**src/sv/gsm_pkg.sv**
```systemverilog
// Shared widths, register indexes and types for the tile gid mapper.
package gsm_pkg;

	localparam int GID_BITS        = 24;
	localparam int CELL_COORD_BITS = 10;

	localparam int TSZ_W   = 9;
	localparam int VIEW_W  = 24;
	localparam int ZOOM_W  = 16;
	localparam int WORD_W  = 64;
	localparam int FIRST_W = 24;
	localparam int COLS_W  = 16;
	localparam int CNT_W   = 24;
	localparam int OUT_W   = 24;
	localparam int IDX_W   = 3;

	localparam int CMP_W   = (GID_BITS > FIRST_W) ? GID_BITS : FIRST_W;
	localparam int WORLD_W = CELL_COORD_BITS + TSZ_W;
	localparam int DIFF_W  = ((WORLD_W + 4 > VIEW_W) ? WORLD_W + 4 : VIEW_W) + 1;
	localparam int PROD_W  = DIFF_W + ZOOM_W;
	localparam int RND_W   = PROD_W + 1 - 12;
	localparam int SRCX_W  = COLS_W + TSZ_W;
	localparam int SRCY_W  = GID_BITS + TSZ_W;

	localparam int LATENCY = GID_BITS + 7;

	localparam logic [IDX_W-1:0] REG_TILE_WIDTH  = 3'd0;
	localparam logic [IDX_W-1:0] REG_TILE_HEIGHT = 3'd1;
	localparam logic [IDX_W-1:0] REG_VIEW_X      = 3'd2;
	localparam logic [IDX_W-1:0] REG_VIEW_Y      = 3'd3;
	localparam logic [IDX_W-1:0] REG_ZOOM        = 3'd4;
	localparam logic [IDX_W-1:0] REG_TILESET_A   = 3'd5;
	localparam logic [IDX_W-1:0] REG_TILESET_B   = 3'd6;

	typedef struct packed {
		logic                    draw;
		logic                    sel;
		logic signed [OUT_W-1:0] dest_x;
		logic signed [OUT_W-1:0] dest_y;
	} div_tag_t;

endpackage

```
**src/sv/gsm_dest.sv**
```systemverilog
// Three stage pipeline turning a world pixel position into a rounded screen position.
module gsm_dest
	import gsm_pkg::*;
(
	input  logic                      clk,
	input  logic [WORLD_W-1:0]        world,
	input  logic signed [VIEW_W-1:0]  view,
	input  logic [ZOOM_W-1:0]         zoom,
	output logic signed [OUT_W-1:0]   dest
);

	logic signed [DIFF_W-1:0] diff;
	logic                     neg_s1, neg_s2;
	logic [DIFF_W-1:0]        mag_s1;
	logic [PROD_W-1:0]        prod_s2;
	logic [PROD_W:0]          sum;
	logic [RND_W-1:0]         rnd;

	assign diff = $signed(DIFF_W'(world) << 4) - DIFF_W'(view);
	assign sum  = (PROD_W+1)'(prod_s2) + (PROD_W+1)'(2048);
	assign rnd  = sum[PROD_W:12];

	always_ff @(posedge clk) begin
		neg_s1  <= diff[DIFF_W-1];
		mag_s1  <= diff[DIFF_W-1] ? DIFF_W'(-diff) : DIFF_W'(diff);
		neg_s2  <= neg_s1;
		prod_s2 <= PROD_W'(mag_s1) * PROD_W'(zoom);
		if (neg_s2) begin
			if (rnd > RND_W'(24'd8388607) + RND_W'(1))
				dest <= OUT_W'(24'h800000);
			else
				dest <= OUT_W'(-rnd);
		end else begin
			if (rnd > RND_W'(24'd8388607))
				dest <= OUT_W'(24'h7FFFFF);
			else
				dest <= OUT_W'(rnd);
		end
	end

endmodule

```
**config.mk**
```make
export PLATFORM = sky130hd
export DESIGN_NAME = gsm_dest
export DESIGN_NICKNAME = d
export VERILOG_FILES = /design/src/sv/gsm_pkg.sv /design/src/sv/gsm_dest.sv
export SDC_FILE = /design/constraint.sdc
export NUM_CORES = 1
export LEC_CHECK = 0
export ABC_AREA = 1
export BUFFER_PORTS_ARGS = -buffer_cell sky130_fd_sc_hd__buf_2
export CAP_MARGIN = 20
export CORE_MARGIN = 5
export CORE_UTILIZATION = 40
export CTS_CLUSTER_SIZE = 28
export DETAILED_ROUTE_END_ITERATION = 16
export PLACE_DENSITY = 0.62
export SYNTH_ARGS = -nofsm -noshare
export SYNTH_HDL_FRONTEND = slang
export SYNTH_SLANG_ARGS = --single-unit
```
**constraint.sdc**
```tcl
create_clock -name clk -period 9.8 [get_ports clk]
set_input_delay 1.96 -clock clk [delete_from_list [all_inputs] [get_ports clk]]
set_output_delay 1.96 -clock clk [all_outputs]
set_load 0.01 [all_outputs]
```
# Word level (Yosys, flattened, before mapping)
# Cells that the tools add are included.
# word_totals
in_bits,60
elab_cells,17
register_bits,92
output_inout_bits,24
# op_classes
magnitude_cmp,2
multipliers,1
muxes,4
n_addsub,4
# ops
cell,count
$mux W24,4
$add A41 B12 Y42 const B,1
$mul A25 B16 Y41,1
$gt A30 B23 Y1 const B,1
$gt A30 B24 Y1 const B,1
$neg A25 Y25,1
$sub A24 B24 Y25,1
$neg A24 Y24,1

# Longest topological paths before layout
# logic_depth
ltp_word,4
ltp_mapped,28

# Least setup slack after synthesis
# Ideal clock, no wire load.
# synth_timing
path_kind,input to register
start,in zoom[9]
end,reg prod_s2[39]
setup_time_ps,127
cell_stages,23
setup_slack_ps,2368
t_required_ps,9673
n_path_buf,2
arrival_ps,7305
cell_sequence,clkbuf_1 clkbuf_1 nand2_1 fa_1 inv_1 fa_1 inv_1 fa_1 inv_1 fa_1 fa_1 inv_1 fa_1 inv_1 ha_1 a21oi_1 inv_1 a31oi_1 a21oi_1 or2_2 a21oi_1 o21ai_0 xor2_1
# synth_via
elab_chain_len,1
# synth_rtl
element,line,source
"start, declared",gsm_dest.sv:8,"input logic [ZOOM_W-1:0] zoom,"
$mul A25 B16 Y41,gsm_dest.sv:27,prod_s2 <= PROD_W'(mag_s1) * PROD_W'(zoom);
"end signal, assigned",gsm_dest.sv:27,
"end, declared",gsm_dest.sv:15,logic [PROD_W-1:0] prod_s2;
# No other way between the ends.
# A chain may end at the register's enable or synchronous reset.

# Worst setup path after layout
# Ends and elaborated chain as after synthesis.

==> metrics.md <==
| Metric | Value |
|---|---|
| Crit path DAT | `7830 ps` |
| Site Rows | `80` |
| DP HPWL | `42240 um` |
| Yosys warns | `0` |
| CP Cell Sequence | `buf_2 > nand2_1 > fa_1 > inv_1 > fa_1 > inv_1 > fa_1 > inv_1 > fa_1 > fa_1 > inv_1 > fa_1 > inv_1 > ha_1 > a21oi_1 > inv_1 > a31oi_1 > a21oi_1 > or2_2 > a21oi_1 > o21ai_0 > xor2_1` |
| I/O pins | `84` |
| Slew HR | `0.3400` |
| Post-synth ARST share | `0` |
| Initial antenna violation count | `0` |
| Routed Antenna Nets | `0` |
| Total of cells resized after clock tree synthesis | `0` |
| Initial Utilization | `0.4038` |
| Hold/Removal Path Class | `reg -> reg` |
| H-tree levels | `3` |
| FF-to-FF End | `prod_s2[39]` |
| Worst skew pair latency | `370 ps` |
| GRT Residual Overflow | `0` |
| Slew @ Worst Pin | `986.8 ps` |
| Area Overhead vs Synth | `5.672%` |
| Clock Tree Buf Depth | `2` |
| Util after Layout | `0.4267` |
| Fmax | `0.1321 GHz` |
| Chip width | `between 200 and 250 um` |
| Reg2reg start | `mag_s1[5]` |
| Crit Path Max Fanout | `25` |
| Leading area contributor after synthesis | `fa_1` |
| CP max stage delay | `560 ps` |
| Final #Nets | `3293` |
| Reg clk slew, reported paths | `70 ps` |
| Reg2Reg Depth | `21` |
| Hold buffer count at cts | `0` |
| Sum of negative setup slack | `0 ps` |
| Placed Instance Area | `0.02009 mm^2` |
| Synthesized flop and latch total | `81` |
| Vias/cell | `4.873` |
| Die Span Y | `229.5 um` |
| Crit Path Class | `in -> reg` |
| Layout cells sized above 1 | `0.05169` |
| Gpl congestion | `about 0.94` |
| DIE AREA | `0.05269 mm^2` |
| Cells after Synth | `2788` |
| Seq/Total Area, Yosys | `0.08411` |
| Final count of hold timing violations | `0` |
| Setup-failing EPs final | `0` |
| Maxcap violations | `0` |
| Unique masters post-synth | `50` |
| Synth Flop Type | `dfxtp_1` |
| Setup Skew | `~10 ps` |
| Worst path buffer plus inverter count | `7` |
| Mapped Nets | `3300` |
| Hold Crit Endpoint | `neg_s2` |
| Final instance area | `between 0.02 and 0.025 mm^2` |
| First-pass GRT wire length | `83940 um` |
| CTS tree | `done` |
| DR vias | `16573` |
| Worst EP required | `10060 ps` |
| Fin crit period | `7570 ps` |
| Final WL | `49280 um` |
| CTS sink count | `81` |
| Hold Crit Depth | `0` |
| Buffers on Ports | `83` |
| Final Max Slew Viols | `0` |
| Fillcell total | `~5000` |
| Syn Std Cell Area | `0.01928 mm^2` |
| Worst Setup Start Kind | `input port` |
| Critical hold path startpoint | `neg_s1` |
| Clk Tree Root Cell | `clkbuf_16` |
| Crit path capture type | `flip-flop` |
| Most frequent cell after synthesis | `nand2_1` |
| Number of remaining DRC errors | `0` |
| Outcome | `complete, no violations` |
| DR WL/cell | `14.49 um` |
| Num CTS Buffers | `9` |
| Vias in the first global route | `~17000` |
| Drt initial violations | `835` |
| Core Box Area | `0.04775 mm^2` |
| Synthesized area per cell | `between 6 and 7 um^2` |
| Worst R2R Setup Slack | `3470 ps` |
| RSZ-0062 raised after global routing | `false` |
| Synth top area cells | `fa_1 33%, nand2_1 16%, inv_1 14%, ha_1 8.6%, dfxtp_1 8.4%` |
| Antenna Diode Count | `0` |
| Post-CTS Setup Repair Bufs | `0` |
| TritonRoute pass-1 iters | `5` |
| Post-synth top area share | `0.3313` |
| EDFF count, synth | `0` |
| GRT Total Usage | `0.1932` |
| Tcrit/Tclk final | `0.7725` |
| Slowest-stage cell, CP | `fa_1` |
| Top cells by count, synth | `846 x nand2_1, 741 x inv_1, 319 x fa_1` |
| Largest net degree at the start of global routing | `27` |
| Cell class contributing the biggest share of worst-path delay | `adder cells` |
-- cells in the final DEF, fill, tap and decap left out, types with 2 or more instances in the layout --
master     count
or2_2          3
nor4_1         2
o21ai_0       53
o21ai_4        2
inv_2          3
o21a_1         6
inv_1        741
o2111ai_1      2
ha_1         133
and2_1         4
nand3_4        3
o21bai_1       7
nand3b_1       9
xnor2_1       21
xor2_1        45
buf_2         83
a21o_1         9
nand2_2        7
nor2_1       136
nand2_1      846
clkinv_2       3
nand4_1       24
nand3_1       95
nand2_4        2
nor2_2         7
inv_6          3
nand3_2        2
fa_1         319
o21ai_1        8
a21oi_1       67
a31oi_1       11
dfxtp_1       81
o21ai_2        4
clkbuf_16      9
nor2_4         6
nor3_1        16
-- worst max path at each step --
| stage | from | endpoint | slack (ps) | cells after the start |
|---|---|---|---|---|
| finish | zoom[9] | prod_s2[39] | 2230 | 22 |
| global route | zoom[9] | prod_s2[39] | 1940 | 22 |
| CTS | zoom[12] | prod_s2[39] | 2260 | 20 |
| detailed placement | zoom[12] | prod_s2[39] | 1850 | 19 |
| global placement | zoom[12] | prod_s2[39] | 1940 | 21 |
| floorplan | zoom[9] | prod_s2[39] | 2370 | 23 |
-- routing by layer --
metal / vias up / GRT usage / routed length (um)
met2: 438 / 0.3370 / 23740
li1: 8064 / - / -
met3: 98 / 0.02750 / 2436
met5: - / 0 / 0
met1: 7973 / 0.2496 / 21750
met4: 0 / 0.05732 / 1361
-- logic make-up after synthesis --
group | synth area share
and+or+nand+nor | 0.2489
buffers and inverters | 0.1654
adders and majority gates | 0.4176
AOI/OAI and AO/OA | 0.05302
DFF | 0.08411
xor gates and xnor gates | 0.03083
other | 0.0001945
-- layout make-up --
| type | instances | area [um^2] | share of cell area |
|---|---|---|---|
| clock inverter | 6 | 47.55 | 0.002334 |
| timing repair buffer | 83 | 415.4 | 0.02039 |
| inverter | 745 | 2798 | 0.1373 |
| multi-input combinational | 1861 | 14480 | 0.7108 |
| tap | 615 | 769.5 | 0.03777 |
| sequential | 81 | 1622 | 0.07960 |
| clock buffer | 10 | 239.0 | 0.01173 |
-- per-stage QoR --
step	hold WS [ps]	std cells	setup slack, ps
finish	411.5	3401	2230
global route	418.7	3401	1942
CTS	417.3	3401	2256
detailed placement	398.5	3385	1854
global placement	394.3	3385	1939
floorplan	309.6	2788	2368
-- flip-flops by register name (all words and copies together), names as in the netlist --
register / cells
mag_s1: 25
neg_s1: 1
dest: 24
neg_s2: 1
prod_s2: 30
Power is not shown: default switching activity piles up to over one toggle a cycle in this logic, so the estimate is an artifact.
