$ cat src/sv/gsm_pkg.sv
// Shared widths, register indexes and types for the tile gid mapper.
package gsm_pkg;

	localparam int GID_BITS        = 24;
	localparam int CELL_COORD_BITS = 10;

	localparam int TSZ_W   = 9;
	localparam int VIEW_W  = 24;
	localparam int ZOOM_W  = 16;
	localparam int WORD_W  = 64;
	localparam int FIRST_W = 24;
	localparam int COLS_W  = 16;
	localparam int CNT_W   = 24;
	localparam int OUT_W   = 24;
	localparam int IDX_W   = 3;

	localparam int CMP_W   = (GID_BITS > FIRST_W) ? GID_BITS : FIRST_W;
	localparam int WORLD_W = CELL_COORD_BITS + TSZ_W;
	localparam int DIFF_W  = ((WORLD_W + 4 > VIEW_W) ? WORLD_W + 4 : VIEW_W) + 1;
	localparam int PROD_W  = DIFF_W + ZOOM_W;
	localparam int RND_W   = PROD_W + 1 - 12;
	localparam int SRCX_W  = COLS_W + TSZ_W;
	localparam int SRCY_W  = GID_BITS + TSZ_W;

	localparam int LATENCY = GID_BITS + 7;

	localparam logic [IDX_W-1:0] REG_TILE_WIDTH  = 3'd0;
	localparam logic [IDX_W-1:0] REG_TILE_HEIGHT = 3'd1;
	localparam logic [IDX_W-1:0] REG_VIEW_X      = 3'd2;
	localparam logic [IDX_W-1:0] REG_VIEW_Y      = 3'd3;
	localparam logic [IDX_W-1:0] REG_ZOOM        = 3'd4;
	localparam logic [IDX_W-1:0] REG_TILESET_A   = 3'd5;
	localparam logic [IDX_W-1:0] REG_TILESET_B   = 3'd6;

	typedef struct packed {
		logic                    draw;
		logic                    sel;
		logic signed [OUT_W-1:0] dest_x;
		logic signed [OUT_W-1:0] dest_y;
	} div_tag_t;

endpackage

$ cat src/sv/gsm_div.sv
// Pipelined restoring divider, one quotient bit per stage, carrying a tag.
module gsm_div
	import gsm_pkg::*;
(
	input  logic                clk,
	input  logic                arst_n,
	input  logic                in_valid,
	input  logic [GID_BITS-1:0] dividend,
	input  logic [COLS_W-1:0]   divisor,
	input  div_tag_t            in_tag,
	output logic                out_valid,
	output logic [GID_BITS-1:0] quot,
	output logic [COLS_W-1:0]   rem,
	output div_tag_t            out_tag
);

	logic                vld_s [GID_BITS+1];
	logic [COLS_W-1:0]   rem_s [GID_BITS+1];
	logic [GID_BITS-1:0] dq_s  [GID_BITS+1];
	logic [COLS_W-1:0]   dvs_s [GID_BITS+1];
	div_tag_t            tag_s [GID_BITS+1];

	assign vld_s[0] = in_valid;
	assign rem_s[0] = '0;
	assign dq_s[0]  = dividend;
	assign dvs_s[0] = divisor;
	assign tag_s[0] = in_tag;

	for (genvar i = 0; i < GID_BITS; i++) begin : g_stage
		logic [COLS_W:0] trial;
		logic            take;

		assign trial = {rem_s[i], dq_s[i][GID_BITS-1]};
		assign take  = trial >= {1'b0, dvs_s[i]};

		always_ff @(posedge clk or negedge arst_n) begin
			if (!arst_n)
				vld_s[i+1] <= 1'b0;
			else
				vld_s[i+1] <= vld_s[i];
		end

		always_ff @(posedge clk) begin
			rem_s[i+1] <= take ? COLS_W'(trial - {1'b0, dvs_s[i]}) : COLS_W'(trial);
			dq_s[i+1]  <= {dq_s[i][GID_BITS-2:0], take};
			dvs_s[i+1] <= dvs_s[i];
			tag_s[i+1] <= tag_s[i];
		end
	end

	assign out_valid = vld_s[GID_BITS];
	assign quot      = dq_s[GID_BITS];
	assign rem       = rem_s[GID_BITS];
	assign out_tag   = tag_s[GID_BITS];

endmodule

$ cat config.mk
export PLATFORM = sky130hd
export DESIGN_NAME = gsm_div
export DESIGN_NICKNAME = d
export VERILOG_FILES = /design/src/sv/gsm_pkg.sv /design/src/sv/gsm_div.sv
export SDC_FILE = /design/constraint.sdc
export NUM_CORES = 2
export LEC_CHECK = 0
export BUFFER_PORTS_ARGS = -buffer_cell sky130_fd_sc_hd__buf_4
export CORE_ASPECT_RATIO = 2
export CORE_MARGIN = 5
export CORE_UTILIZATION = 49
export CTS_BUF_LIST = sky130_fd_sc_hd__clkbuf_8
export DETAILED_ROUTE_END_ITERATION = 10
export HOLD_SLACK_MARGIN = 0.15
export PLACE_DENSITY_LB_ADDON = 0.3
export REMOVE_ABC_BUFFERS = 1
export SYNTH_ARGS = -nofsm -noshare
export SYNTH_HDL_FRONTEND = slang
export SYNTH_SLANG_ARGS = --single-unit
$ cat constraint.sdc
create_clock -name clk -period 4.9 [get_ports clk]
set_input_delay 0.49 -clock clk [delete_from_list [all_inputs] [get_ports clk]]
set_output_delay 0.49 -clock clk [all_outputs]
set_load 0.01 [all_outputs]
-- After elaboration in Yosys (flattened, before gate mapping)
Index checks and enable logic that the tools add are counted.
- RAM bits: 0
- memory bits (read-only): 0
- logic and storage cells: 264
- memories kept: 0
- latch bits: 0
- register bits: 2552
- $lt $le $gt $ge: 24
- reductions and logical operators: 0
- bitwise logic cells: 0
- equal/unequal tests: 0
- multiplexer cells: 24
- shift operators: 0
- $add $sub $neg: 24
- divide/modulo/power cells: 0
- multiply operators: 0
- operators with widths (operator ; count):
    >= comparator 17 x 16 -> 1 bit ; 23
    two-way mux 16 bit ; 23
    subtractor 16 bit ; 23
    >= comparator 1 x 16 -> 1 bit ; 1
    subtractor 1 x 16 -> 16 bit ; 1
    two-way mux 1 bit ; 1

-- Logic depth before layout (Yosys ltp)
- depth after elaboration: 2
- gate-level depth with buffers: 12
- gate-level depth less buffers: 11

-- Worst setup path before layout
No wires, ideal clock.
- path kind: register to register
- start: register dvs_s[17] (netlist name)
- end: register rem_s (netlist bit rem[10])
- arrival: 2628 ps
- setup time: 121 ps
- period minus slack after synthesis: 2749 ps
- required time: 4779 ps
- stages on the path, launching flop included: 12
- slack: 2151 ps
- cells stage by stage: dfxtp_1 -> inv_1 -> ha_1 -> nor2b_1 -> o2111a_1 -> a2111oi_2 -> o21ai_1 -> o2111ai_2 -> a21oi_2 -> nor3_4 -> buf_12 -> mux2_4
- cells in the longest elaborated chain, start to end: 2
- elaborated cells between the ends (all ways): 3
- those cells by class: add/sub: 1; order compare: 1; mux: 1
- RTL lines (item ; RTL line ; RTL):
    from (decl) ; gsm_div.sv:20 ; logic [COLS_W-1:0] dvs_s [GID_BITS+1];
    from (signal, indexed assignment) ; gsm_div.sv:46 ; dvs_s[i+1] <= dvs_s[i];
    subtractor 16 bit / >= comparator 17 x 16 -> 1 bit (equally long branches) ; gsm_div.sv:44, gsm_div.sv:34 ;
    two-way mux 16 bit (*) ; gsm_div.sv:44 ; rem_s[i+1] <= take ? COLS_W'(trial - {1'b0, dvs_s[i]}) : COLS_W'(trial);
    to (signal, indexed assignment) ; gsm_div.sv:44 ;
    to (decl) ; gsm_div.sv:18 ; logic [COLS_W-1:0] rem_s [GID_BITS+1];
Every way passes the cells marked *; elsewhere a longest branch is shown, timed or not.
A chain may end at the register's enable or synchronous reset.

-- Final worst setup path
- start: register dq_s[191] (netlist name)
- end: register rem_s (netlist bit g_stage[18].trial[13])
- cells in the longest elaborated chain, start to end: 2
- elaborated cells between the ends (all ways): 3
- those cells by class: add/sub: 1; order compare: 1; mux: 1
- RTL lines (item ; RTL line ; RTL):
    from (decl) ; gsm_div.sv:19 ; logic [GID_BITS-1:0] dq_s [GID_BITS+1];
    from (signal, indexed assignment) ; gsm_div.sv:45 ; dq_s[i+1] <= {dq_s[i][GID_BITS-2:0], take};
    subtractor 16 bit / >= comparator 17 x 16 -> 1 bit (equally long branches) ; gsm_div.sv:44, gsm_div.sv:34 ;
    two-way mux 16 bit (*) ; gsm_div.sv:44 ;
Marks and branches as above.

==> results.env <==
IO_PINS=184
FINAL_CRITICAL_PATH_SETUP_SLACK_PS=1242
GR_OVFL_TOTAL=0
YOSYS-TOP-CELLS-AREA='dfxtp_1 (68%), ha_1 (6.2%), mux2_2 (3.6%), inv_1 (2.4%), xnor2_1 (2.1%)'
FINAL-SETUP-VIOL-COUNT=0
SETUP.WORST_PATH.END_CLASS='register'
MULTI_INPUT_AREA_MM2=0.02077
WORSTSKEWPAIRLATENCY_PS=890
DESIGN.DIE.AREA_MM2=0.1605
PLACEMENTROWS=202
FIRST_ITER_VIOLATIONS=1313
INITIAL_UTILIZATION=0.4925
FIN_SETUP_TNS_PS=0
DETAIL_ROUTE.FIRST_PASS.ITERATIONS=7
SYNTHCELLS=5772
VIAS_IN_THE_FIRST_GLOBAL_ROUTE=44938
YOSYS-TOP-CELLS-COUNT='dfxtp_1 (2,528), inv_1 (479), ha_1 (370)'
FINAL_ANTENNA_NET_COUNT=0
PLACEDCELLCOUNT=7793
FINAL_NET_COUNT=6816
CRIT_FANOUT=3
NET_SWITCHING_POWER_mW=13.91
MAXSLEWHEADROOM=0.1535
SYNTH-SEQ-AREA-SHARE=0.6868
POSTCTSSETUPREPAIRBUFS=0
SYNTHMOSTINSTANTIATEDCELL='dfxtp_1'
GRT_USE_TOTAL=0.1651
YOSYSUNIQUECELLTYPES=91
SLEW_VIOLATIONS=0
FINAL_ROUTED_DRC_VIOLATION_TOTAL=0
GP_ROUTABILITY_CONGESTION=0.9156
FINAL_DESIGN_AREA_NO_FILL_MM2=0.08624
CTS_RESIZED=0
TIMING.CRITICAL_PATH.FROM_TYPE='register'
YOSYSWARNINGS=0
SYNTH-MAIN-FF-CELL='dfxtp_1'
CRITICAL_PATH.TOP_DELAY_FAMILY='compound AO/OA/AOI/OAI gates'
FLOORPLAN.DIE.HEIGHT_UM=561.7
SETUP.WORST_PATH.START='dq_s[191]$_DFF_P_'
YS_FF_LATCH=2552
SEQCELLAREA_MM2=0.05121
FILLER_CELL_COUNT=12256
ROUTE.DETAILED.WL_PER_INST_UM=15.72
WORST_CLOCK_SKEW_PS=68.60
SYNTH_LARGEST_TYPE_AREA_FRACTION=0.6788
POWER.STATIC_LEAKAGE_nW=38.86
WORSTMARGINPINSLEW_PS=1238
CRIT_PATH_MAX_INCR_DELAY_PS=1090
DETAIL_ROUTE.VIAS_PER_CELL=4.843
SYNTHTOLAYOUTAREAGROWTH_PCT=15.67
CLOCK_POWER_SHARE=0.319
REPORT.POWER.TOTAL_mW=50.85
LAYOUT-DRIVE-GT1-SHARE=0.1595
ROOT_BUFFER_SELECTED_BY_CTS='clkbuf_8'
POWER_FRAC_SEQ=0.468
DRV_CAP=0
WORST_R2R_STARTPOINT='dq_s[191]$_DFF_P_'
TRITONCTS_NUM_SINKS=2552
GRT_START_MAX_NET_PINS=28
VDD.IR_DROP.WORST_mV=0.3829
MAPPEDNETLISTAREA_MM2=0.07456
FINALNONFILLERCELLS=8530
HTREEDEPTH=5
CTS_INSERTED_BUFFERS=339
WHS_PS=260.6
YOSYS.AREA.TOP_TYPE='dfxtp_1'
CRITICAL_PATH.N_BUFFERS_INVERTERS=1
VIAS=41308
ROUTED_WIRELENGTH_MM=134.1
NUMPORTBUFFERS=183
CRITPATHSLOWESTCELL='a2111oi_0'
FLOORPLAN.CORE_AREA_MM2=0.1514
POWER_SWITCHING_SHARE=0.2736
CTS_TREE='yes'
ASYNC_RESET_FF_FRAC=0.009404
LOGIC_PWR_SHARE=0.213
CELL_INTERNAL_PWR_mW=36.94
PLACED_CELL_AREA_MM2=0.07767
AVGSYNTHCELLAREA_UM2=12.92
POST_SYNTH_EDFFS=0
CTS.CLK_SLEW.WORST_PATHS_PS=70
CRITPATHMOSTFREQUENTCELL='o21ai_0'
FINAL_CRITICAL_DELAY_INCLUDING_SETUP_AND_EXTERNAL_DELAYS_PS=3658
CLK_PATH_BUF_DEPTH=4
SETUP.WORST_PATH.CLASS='reg -> reg'
RUN_STATUS='finished clean'
PERIOD_SHARE=0.7465
HPWL_MM=96.85
ARRIVAL_PS=4410
WIDTH_OF_THE_DIE_UM=285.8
ANTENNA_FOUND_INITIAL=1
PLACE_WS_PS=1225
HOLD_VIOLATIONS=0
POWER-PER-CELL-AREA_mW_PER_MM2=589.6
WORSTPATHCELLLIST='inv_1 -> ha_1 -> fa_1 -> nand2b_1 -> a21boi_0 -> o21ai_0 -> a211oi_1 -> a2111oi_0 -> o21ai_0 -> xor2_1 -> mux2_2'
CRIT_REQUIRED_PS=5650
HOLD_WC_PATH_TYPE='in -> reg'
MIN-DELAY-START='in_tag[45]'
GRT_PASS1_WL_MM=214.2
LAYOUT.CORE_UTILIZATION=0.5697
FMAX_MHz=273.4
UNREPAIRED_SETUP_ENDPOINTS_AFTER_GLOBAL_ROUTING='no'
## state kept, by name, summed over array words and instances, names as in the netlist
name and count:
out_valid 1, quot 24, vld_s 23, dq_s 552, dvs_s 368, rem 16
g_stage.trial 368, out_tag 50, tag_s 1150
## path summary, 6_finish.rpt
check | to | slack [ps] | cells past startpoint
worst max-delay path | g_stage[18].trial[13]$_DFF_P_ | 1240 | 11
worst min-delay path | tag_s[1195]$_DFF_P_ | 260 | 2
worst max register to register | g_stage[18].trial[13]$_DFF_P_ | 1240 | 11
worst min register to register | dq_s[470]$_DFF_P_ | 270 | 0
max in group asynchronous | vld_s[22]$_DFF_PN0_ | 3390 | 3
min in group asynchronous | vld_s[8]$_DFF_PN0_ | 890 | 3
## per-layer routing
metal	GRT usage	wire length (um)
met1	0.1187	38310
met2	0.3442	78210
met3	0.02842	4421
met4	0.1477	13180
met5	0	0
## worst reg2reg max path, stage by stage, from the launching register on
cell,delay (ps)
dfxtp_1,300
inv_1,60
ha_1,180
fa_1,210
nand2b_1,110
a21boi_0,100
o21ai_0,500
a211oi_1,250
a2111oi_0,1090
o21ai_0,270
xor2_1,200
mux2_2,270
## power by group through the flow
stage | clock [mW] | sequential, mW | combinational [mW]
2_1_floorplan | 0 | 24.0 | 7.96
3_3_place_gp | 0 | 24.2 | 10.3
3_5_place_dp | 0 | 24.2 | 10.7
4_1_cts | 16.9 | 23.8 | 10.8
5_1_grt | 17.8 | 24.0 | 11.8
6_report | 16.2 | 23.8 | 10.8
## cells in the final DEF (no fill, tap or decap), types with 26 or more instances in the layout
cell	n
a21o_1	77
xor2_1	71
nor3_1	71
xnor2_1	179
nand3_1	55
nand4_1	48
mux2_4	26
clkinv_2	28
o21ai_0	137
inv_1	583
o21a_1	54
nor2_1	234
mux2_2	241
or3_1	27
a21oi_1	223
dfxtp_1	2528
nand2b_1	39
nand2_1	178
ha_1	370
dlygate4sd3_1	134
buf_4	196
nor2b_1	66
or2_2	30
a31oi_1	43
clkbuf_8	432
mux2i_1	45
a211oi_1	34
## final cells by class
cell class / count / area share
Tap cell: 1938 / 0.02812
Clock buffer: 432 / 0.06894
Sequential cell: 2552 / 0.5938
Multi-Input combinational cell: 2627 / 0.2408
Timing Repair Buffer: 330 / 0.03261
Clock inverter: 170 / 0.01481
Antenna cell: 1 / 0.00002902
Inverter: 480 / 0.02089
## kinds of logic (layout without fill, tap and decap cells)
group | after synthesis | in the layout | synth area share
flops | 2552 | 2552 | 0.6868
simple gates | 840 | 840 | 0.05581
compound gates | 812 | 812 | 0.07394
buf+inv | 593 | 1412 | 0.03511
fa+ha+maj | 393 | 393 | 0.06827
mux | 332 | 332 | 0.05070
xor+xnor | 250 | 250 | 0.02937
other cells | 0 | 1 | 0
## what timing repair did
action	in CTS	in global routing
endpoints found under the setup margin	0	0
hold buffers	134	0
hold endpoints to repair	131	0
Power figures use the tool's default switching activity.
